[src/tcw_pkg.sv]
`timescale 1ns / 1ps

package tcw_pkg;

	// Default screen geometry and tab spacing.
	localparam int DEF_COLUMNS  = 80;
	localparam int DEF_ROWS     = 25;
	localparam int DEF_TAB_STOP = 4;

	// Fixed field widths of the request and response.
	localparam int CMD_W   = 2;
	localparam int CHAR_W  = 8;
	localparam int COLIN_W = 7;
	localparam int ROWIN_W = 5;
	localparam int POS_W   = 11;
	localparam int CELL_W  = 16;
	localparam int COLOR_W = 8;

	// Request command codes.
	localparam logic [CMD_W-1:0] CMD_PUT   = 2'd0;
	localparam logic [CMD_W-1:0] CMD_SET   = 2'd1;
	localparam logic [CMD_W-1:0] CMD_CLEAR = 2'd2;
	localparam logic [CMD_W-1:0] CMD_READ  = 2'd3;

	// Control characters and the blank glyph.
	localparam logic [CHAR_W-1:0] CH_BACKSPACE = 8'd8;
	localparam logic [CHAR_W-1:0] CH_TAB       = 8'd9;
	localparam logic [CHAR_W-1:0] CH_NEWLINE   = 8'd10;
	localparam logic [CHAR_W-1:0] CH_RETURN    = 8'd13;
	localparam logic [CHAR_W-1:0] CH_SPACE     = 8'd32;

	// Attribute used after reset: light grey on black.
	localparam logic [COLOR_W-1:0] RESET_COLOR = 8'd7;

	typedef struct packed {
		logic [CMD_W-1:0]   cmd;
		logic [CHAR_W-1:0]  char_code;
		logic [COLIN_W-1:0] col_in;
		logic [ROWIN_W-1:0] row_in;
	} tcw_item_t;

	typedef struct packed {
		logic [POS_W-1:0]   cursor_pos;
		logic [COLIN_W-1:0] cursor_col;
		logic [ROWIN_W-1:0] cursor_row;
		logic [CELL_W-1:0]  cell_data;
	} tcw_result_t;

	// Cursor update selected by the controller.
	typedef enum logic [2:0] {
		CUR_HOLD,
		CUR_SET,
		CUR_ZERO,
		CUR_CR,
		CUR_NEXTLINE,
		CUR_ADVANCE,
		CUR_BACK
	} cur_op_t;

	// Single cell write selected by the controller.
	typedef enum logic [1:0] {
		WR_NONE,
		WR_CHAR,
		WR_SPACE,
		WR_BACK
	} wr_op_t;

	typedef struct packed {
		logic    accept;
		cur_op_t cur_op;
		wr_op_t  wr_op;
		logic    rd_cell;
		logic    data_load;
		logic    sweep_start;
		logic    sweep_scroll;
		logic    sweep_reset_color;
		logic    sweep_step;
		logic    tab_init;
		logic    tab_reduce;
		logic    tab_inc;
		logic    out_load;
	} tcw_cmd_t;

	typedef struct packed {
		logic [CMD_W-1:0] op;
		logic             is_nl;
		logic             is_cr;
		logic             is_tab;
		logic             is_bs;
		logic             col_zero;
		logic             line_last;
		logic             adv_scroll;
		logic             rd_ok;
		logic             sweep_last;
		logic             tab_reduce_more;
		logic             tab_last;
	} tcw_stat_t;

endpackage

[src/tcw_ctrl.sv]
`timescale 1ns / 1ps

module tcw_ctrl (
	input  logic               clk,
	input  logic               arst_n,
	input  logic               req_valid,
	output logic               req_stall,
	output logic               rsp_valid,
	input  logic               rsp_stall,
	input  tcw_pkg::tcw_stat_t stat,
	output tcw_pkg::tcw_cmd_t  cmd
);
	import tcw_pkg::*;

	typedef enum logic [2:0] {
		S_BOOT,
		S_IDLE,
		S_EXEC,
		S_TABMOD,
		S_TAB,
		S_SWEEP,
		S_RDWAIT
	} state_t;

	state_t state_q, state_d;
	logic   boot_q, boot_d;
	logic   tab_more_q, tab_more_d;
	logic   res_pend_q, res_pend_d;
	logic   rsp_valid_q, rsp_valid_d;
	logic   out_free;
	logic   out_blocked;

	assign out_free    = !rsp_valid_q || !rsp_stall;
	assign out_blocked = res_pend_q && !out_free;
	assign req_stall   = (state_q != S_IDLE) || out_blocked;
	assign rsp_valid   = rsp_valid_q;

	always_comb begin
		cmd        = '0;
		state_d    = state_q;
		boot_d     = boot_q;
		tab_more_d = tab_more_q;
		res_pend_d = res_pend_q;
		case (state_q)
			S_BOOT: begin
				cmd.sweep_start       = 1'b1;
				cmd.sweep_reset_color = 1'b1;
				boot_d                = 1'b1;
				tab_more_d            = 1'b0;
				state_d               = S_SWEEP;
			end
			S_IDLE: begin
				if (res_pend_q && out_free) begin
					cmd.out_load = 1'b1;
					res_pend_d   = 1'b0;
				end
				if (req_valid && !out_blocked) begin
					cmd.accept = 1'b1;
					state_d    = S_EXEC;
				end
			end
			S_EXEC: begin
				res_pend_d = 1'b1;
				state_d    = S_IDLE;
				case (stat.op)
					CMD_PUT: begin
						if (stat.is_nl) begin
							cmd.cur_op = CUR_NEXTLINE;
							if (stat.line_last) begin
								cmd.sweep_start  = 1'b1;
								cmd.sweep_scroll = 1'b1;
								boot_d           = 1'b0;
								tab_more_d       = 1'b0;
								res_pend_d       = 1'b0;
								state_d          = S_SWEEP;
							end
						end else if (stat.is_cr) begin
							cmd.cur_op = CUR_CR;
						end else if (stat.is_tab) begin
							cmd.tab_init = 1'b1;
							res_pend_d   = 1'b0;
							state_d      = S_TABMOD;
						end else if (stat.is_bs) begin
							if (!stat.col_zero) begin
								cmd.wr_op  = WR_BACK;
								cmd.cur_op = CUR_BACK;
							end
						end else begin
							cmd.wr_op  = WR_CHAR;
							cmd.cur_op = CUR_ADVANCE;
							if (stat.adv_scroll) begin
								cmd.sweep_start  = 1'b1;
								cmd.sweep_scroll = 1'b1;
								boot_d           = 1'b0;
								tab_more_d       = 1'b0;
								res_pend_d       = 1'b0;
								state_d          = S_SWEEP;
							end
						end
					end
					CMD_SET: begin
						cmd.cur_op = CUR_SET;
					end
					CMD_CLEAR: begin
						cmd.cur_op      = CUR_ZERO;
						cmd.sweep_start = 1'b1;
						boot_d          = 1'b0;
						tab_more_d      = 1'b0;
						res_pend_d      = 1'b0;
						state_d         = S_SWEEP;
					end
					CMD_READ: begin
						if (stat.rd_ok) begin
							cmd.rd_cell = 1'b1;
							res_pend_d  = 1'b0;
							state_d     = S_RDWAIT;
						end
					end
					default: begin
					end
				endcase
			end
			S_TABMOD: begin
				if (stat.tab_reduce_more) begin
					cmd.tab_reduce = 1'b1;
				end else begin
					state_d = S_TAB;
				end
			end
			S_TAB: begin
				cmd.wr_op   = WR_SPACE;
				cmd.cur_op  = CUR_ADVANCE;
				cmd.tab_inc = 1'b1;
				if (stat.adv_scroll) begin
					cmd.sweep_start  = 1'b1;
					cmd.sweep_scroll = 1'b1;
					boot_d           = 1'b0;
					tab_more_d       = !stat.tab_last;
					state_d          = S_SWEEP;
				end else if (stat.tab_last) begin
					res_pend_d = 1'b1;
					state_d    = S_IDLE;
				end
			end
			S_SWEEP: begin
				cmd.sweep_step = 1'b1;
				if (stat.sweep_last) begin
					if (boot_q) begin
						boot_d  = 1'b0;
						state_d = S_IDLE;
					end else if (tab_more_q) begin
						state_d = S_TAB;
					end else begin
						res_pend_d = 1'b1;
						state_d    = S_IDLE;
					end
				end
			end
			S_RDWAIT: begin
				cmd.data_load = 1'b1;
				res_pend_d    = 1'b1;
				state_d       = S_IDLE;
			end
			default: begin
				state_d = S_BOOT;
			end
		endcase
		rsp_valid_d = cmd.out_load ? 1'b1 : (rsp_valid_q && rsp_stall);
	end

	always_ff @(posedge clk or negedge arst_n) begin
		if (!arst_n) begin
			state_q     <= S_BOOT;
			boot_q      <= 1'b0;
			tab_more_q  <= 1'b0;
			res_pend_q  <= 1'b0;
			rsp_valid_q <= 1'b0;
		end else begin
			state_q     <= state_d;
			boot_q      <= boot_d;
			tab_more_q  <= tab_more_d;
			res_pend_q  <= res_pend_d;
			rsp_valid_q <= rsp_valid_d;
		end
	end

endmodule

[config.mk]
export PLATFORM = sky130hd
export DESIGN_NAME = tcw_ctrl
export DESIGN_NICKNAME = d
export VERILOG_FILES = /design/src/tcw_pkg.sv /design/src/tcw_ctrl.sv
export SDC_FILE = /design/constraint.sdc
export NUM_CORES = 1
export LEC_CHECK = 0
export BUFFER_PORTS_ARGS = -buffer_cell sky130_fd_sc_hd__buf_4
export CAP_MARGIN = 10
export CORE_MARGIN = 8
export CORE_UTILIZATION = 35
export CTS_BUF_LIST = sky130_fd_sc_hd__clkbuf_4
export CTS_CLUSTER_DIAMETER = 50
export CTS_CLUSTER_SIZE = 20
export DETAILED_ROUTE_END_ITERATION = 10
export GPL_ROUTABILITY_DRIVEN = 1
export GPL_TIMING_DRIVEN = 0
export SYNTH_ARGS = -nofsm -noshare
export SYNTH_HDL_FRONTEND = slang
export SYNTH_SLANG_ARGS = --single-unit
[constraint.sdc]
create_clock -name clk -period 1.45 [get_ports clk]
set_clock_uncertainty 0.2 [all_clocks]
set_input_delay 0.145 -clock clk [delete_from_list [all_inputs] [get_ports clk]]
set_output_delay 0.145 -clock clk [all_outputs]
set_load 0.05 [all_outputs]
# Word level (Yosys, flattened, before mapping)
# Index checks and enable logic that the tools add are counted.
# Widths: inputs -> output; s select.
[word_totals] regBits=7 in_bits=17 out_inout_bits=18
[op_classes] eq_ne=26 muxes=87 reduce_logical=20
[op_table] operator="$mux 3" n=16
[op_table] operator="$mux 1" n=46
[op_table] operator="$pmux 3 s7" n=1
[op_table] operator="$ne 4x4->1 const B" n=5
[op_table] operator="$mux 2" n=9
[op_table] operator="$ne 2x2->1 const B" n=9
[op_table] operator="$pmux 3 s3" n=2
[op_table] operator="$mux 5" n=3
[op_table] operator="$reduce_and 7->1" n=2
[op_table] operator="$pmux 5 s2" n=1
[op_table] operator="$eq 3x3->1 const B" n=3
[op_table] operator="$pmux 1 s3" n=3
[op_table] operator="$pmux 1 s2" n=4
[op_table] operator="$reduce_and 8->1" n=1
[op_table] operator="$eq 3x2->1 const B" n=2
[op_table] operator="$ne 3x1->1 const B" n=2
[op_table] operator="$logic_not 1->1" n=5
[op_table] operator="$pmux 1 s5" n=1
[op_table] operator="$reduce_bool 5->1" n=1
[op_table] operator="$eq 2x2->1 const B" n=2
[op_table] operator="$logic_and 1x1->1" n=4
[op_table] operator="$pmux 1 s4" n=1
[op_table] operator="$reduce_and 4->1" n=1
[op_table] operator="$reduce_bool 4->1" n=1
[op_table] operator="other kinds (7)" n=8

# Logic depth before layout (Yosys ltp)
[depth] word_depth=8 mapped_depth=5

# Worst setup path before layout
# No wires, ideal clock.
[synth_timing] kind="register to output" from="register state_q[0]" to="output port cmd[11] (netlist bit)" arrival_ns=2.184 t_required_ns=1.105 path_buffers=1 stages_incl_launch_ff=5 slack_ns=-1.079 path_cell_list="dfrtp_1 -> buf_2 -> nor4b_4 -> nand2b_1 -> o31ai_1"
[synth_rtl] element="start, declared" line="tcw_ctrl.sv:25" source="state_t state_q, state_d;"
[synth_rtl] element="start signal, assigned" line="tcw_ctrl.sv:179" source="state_q <= state_d;"
[synth_rtl] element="end, declared" line="tcw_ctrl.sv:11" source="output tcw_pkg::tcw_cmd_t cmd"

==> metrics <==
number of storage elements in the synthesis netlist=7; Worst Setup Start Kind=register; min-delay worst type=in -> async; Synth cell types=43; number of DRC markers after the initial detailed-route iteration=52; overall routed net length=3560 um; instance count after placement with tap cells included=170; die footprint=4070 um2; Final Util=0.789; overall power after layout=3.30 mW; Initial Util=0.365; number of buffer and inverter stages on the critical path=2; clock buffer count from CTS=3; Via-to-Cell Ratio=5.80; Post-DRT Antenna Nets=0; Static Leakage=0.734 nW; RSZ-0062 raised after global routing=true; worst slew margin relative to its limit=0.783; drt wl/cell=17.7 um; num rows=17; share of cells above drive strength 1=0.595; Overall Global Routing Usage=0.160; Slowest Stage Delay on Critical Path=0.38 ns; vias in the first global route=1127; Critical Path Most Common Cell=sky130_fd_sc_hd__buf_6; die extent in x=63.8 um; Yosys top cell area share=0.219; pin count of the biggest net entering global routing=11; internal reg-to-reg setup slack=-0.40 ns; Primary FF master, synth=sky130_fd_sc_hd__dfrtp_1; clock transition at the register clock pins on the worst setup and hold paths after CTS=0.06 ns; DIE HEIGHT=63.8 um; Post-Synthesis Cells=108; Yosys warning count=0; Worst IR Drop VDD=1.64 mV; root buffer selected by CTS=sky130_fd_sc_hd__clkbuf_4; number of H-tree levels=1; number of nets at the end of the flow=191; top cell type by total area after synthesis=sky130_fd_sc_hd__dfrtp_1; setup slack after layout=-0.655 ns; async set or reset register ratio after synthesis=1.00; number of cells in the finished layout apart from fillers=201; share of synthesized area occupied by flip-flops and latches=0.219; Longest Clk Path Bufs=2; fin crit period=2.10 ns; CP Cell Sequence=buf_6 -> nor4b_4 -> nand2b_4 -> o21ai_4 -> o2bb2ai_4 -> buf_6; Setup Viol. Count Final=24; Max-cap violations=0; cell with the largest stage delay on the worst path=sky130_fd_sc_hd__dfrtp_1; endpoint class of the critical path=output port; I/O pin cnt=35; Worst Tran Pin Value=0.324 ns; post-synth design cell area=800 um2; number of antenna violations at the first check in global routing=0; status=finished, violations left; final RePlAce weighted congestion=0.890; TritonCTS clock tree=yes; sink count of the clock tree=7; required time of the critical path=1.11 ns; count of buffers inserted at the top-level ports=34; count of flip-flops with a built-in enable after synthesis=0; violated checks=negative setup slack; commonest cells after routing, fill and taps aside=sky130_fd_sc_hd__buf_4, sky130_fd_sc_hd__buf_6, sky130_fd_sc_hd__nand2_1; f_max=475 MHz; total power divided by cell area=1910 nW/um2; detailed-route via count=1165; drt pass-1 iters=4; final hold vios=0; top cells by area, synth=sky130_fd_sc_hd__dfrtp_1, sky130_fd_sc_hd__nand2_1, sky130_fd_sc_hd__nor2_1; critical path fanouts, max=5; Final Hold Slack=0.0341 ns; synthesized net count=125; final period utilization=1.45; leading cell type in the layout, fill and taps excluded=sky130_fd_sc_hd__buf_4; critical path's top delay family=simple AND/OR/NAND/NOR gates; HPWL after detailed placement=2240 um; worst setup path class=reg -> out; number of pins exceeding their max-slew limit in the final report=0; core outline area=2190 um2; DRC violations left=0; global-route wire length before repair=5390 um; aggregate global routing overflow=0; mean post-synth cell area=7.40 um2; Diodes inserted=0; post-placement setup slack=-0.560 ns; Clk Latency, worst-skew pair=0.27 ns; layout overhead on the synthesized area=116%; arrival time reported for the critical path endpoint=1.76 ns
[per-stage QoR]
| stage | instance area (um2) | TNS [ns] |
|---|---|---|
| global placement | 1250 | -4.77 |
| detailed placement | 1250 | -4.77 |
| finish | 1730 | -9.52 |
| global route | 1730 | -10.91 |
| CTS | 1550 | -8.75 |
| floorplan | 960 | -3.09 |
[worst register-to-register path: cells and delay by family (launching register included)]
family | cells | cell delay, ns
flip-flops | 1 | 0.38
AND/OR/NAND/NOR | 2 | 0.40
AO/OA/AOI/OAI | 1 | 0.20
buffers and inverters | 4 | 0.53
[repair_timing]
action	in CTS	in global routing
setup buffers	13	13
pin swaps	9	12
hold buffers	2	0
endpoints found under the setup margin	24	24
endpoints found under the hold margin	8	0
gates resized for setup	39	21
[area by class of cell]
cell class | instances | area, um2
Clock buffer | 4 | 30.0
Sequential cell | 7 | 176
Fill cell | 144 | 462
Tap cell | 28 | 35.0
Buffer | 6 | 66.3
Multi-Input combinational cell | 89 | 793
Inverter | 6 | 33.8
Timing Repair Buffer | 61 | 594
[cell families (layout without fill, tap and decap cells)]
logic type,after synthesis,after routing,share of synthesized area
buffers and inverters,12,77,0.0626
AO/OA/AOI/OAI,39,39,0.365
AND/OR/NAND/NOR,50,50,0.354
flip-flops,7,7,0.219
[synthesized netlist by cell type (2+ instances only)]
| master | n |
|---|---|
| sky130_fd_sc_hd__nand2_1 | 16 |
| sky130_fd_sc_hd__nor2_1 | 10 |
| sky130_fd_sc_hd__dfrtp_1 | 7 |
| sky130_fd_sc_hd__inv_1 | 6 |
| sky130_fd_sc_hd__o21ai_0 | 6 |
| sky130_fd_sc_hd__a21oi_1 | 5 |
| sky130_fd_sc_hd__and3_1 | 4 |
| sky130_fd_sc_hd__buf_2 | 4 |
| sky130_fd_sc_hd__nand2b_1 | 3 |
| sky130_fd_sc_hd__nand3_1 | 3 |
| sky130_fd_sc_hd__a211o_1 | 2 |
| sky130_fd_sc_hd__a31oi_1 | 2 |
| sky130_fd_sc_hd__buf_1 | 2 |
| sky130_fd_sc_hd__nand3b_1 | 2 |
| sky130_fd_sc_hd__nor2b_1 | 2 |
| sky130_fd_sc_hd__nor3_1 | 2 |
| sky130_fd_sc_hd__nor3b_1 | 2 |
| sky130_fd_sc_hd__o2111ai_1 | 2 |
| sky130_fd_sc_hd__o21a_1 | 2 |
| sky130_fd_sc_hd__o21bai_1 | 2 |
| sky130_fd_sc_hd__o31ai_1 | 2 |
[where the power goes]
group          switching [mW]  internal, mW  leakage (nW)
Sequential             0.0874         0.291        0.0866
Combinational            1.47          1.24         0.629
Clock                  0.0871         0.125        0.0184
[registers in the layout, indices dropped and copies added, names as in the netlist]
register    count
rsp_valid       1
tab_more_q      1
res_pend_q      1
boot_q          1
state_q         3
[final timing paths]
| check | endpoint | cells past startpoint | from |
|---|---|---|---|
| setup / recovery | cmd[6] | 6 | state_q[0] |
| hold / removal | state_q[2] | 2 | arst_n |
| setup reg to reg | tab_more_q | 7 | state_q[0] |
| hold reg to reg | rsp_valid | 1 | rsp_valid |
| max in group asynchronous | rsp_valid | 2 | arst_n |
| min in group clk | boot_q | 3 | stat[11] |
[layer usage]
metal / up-vias / global-route usage / wire [um]
met5: - / 0 / 0
met4: 0 / 0.0446 / 63
met3: 6 / 0.0505 / 269
met2: 59 / 0.253 / 1780
met1: 557 / 0.203 / 1450
li1: 543 / - / -
No activity file was read; power rests on OpenSTA's default activity.
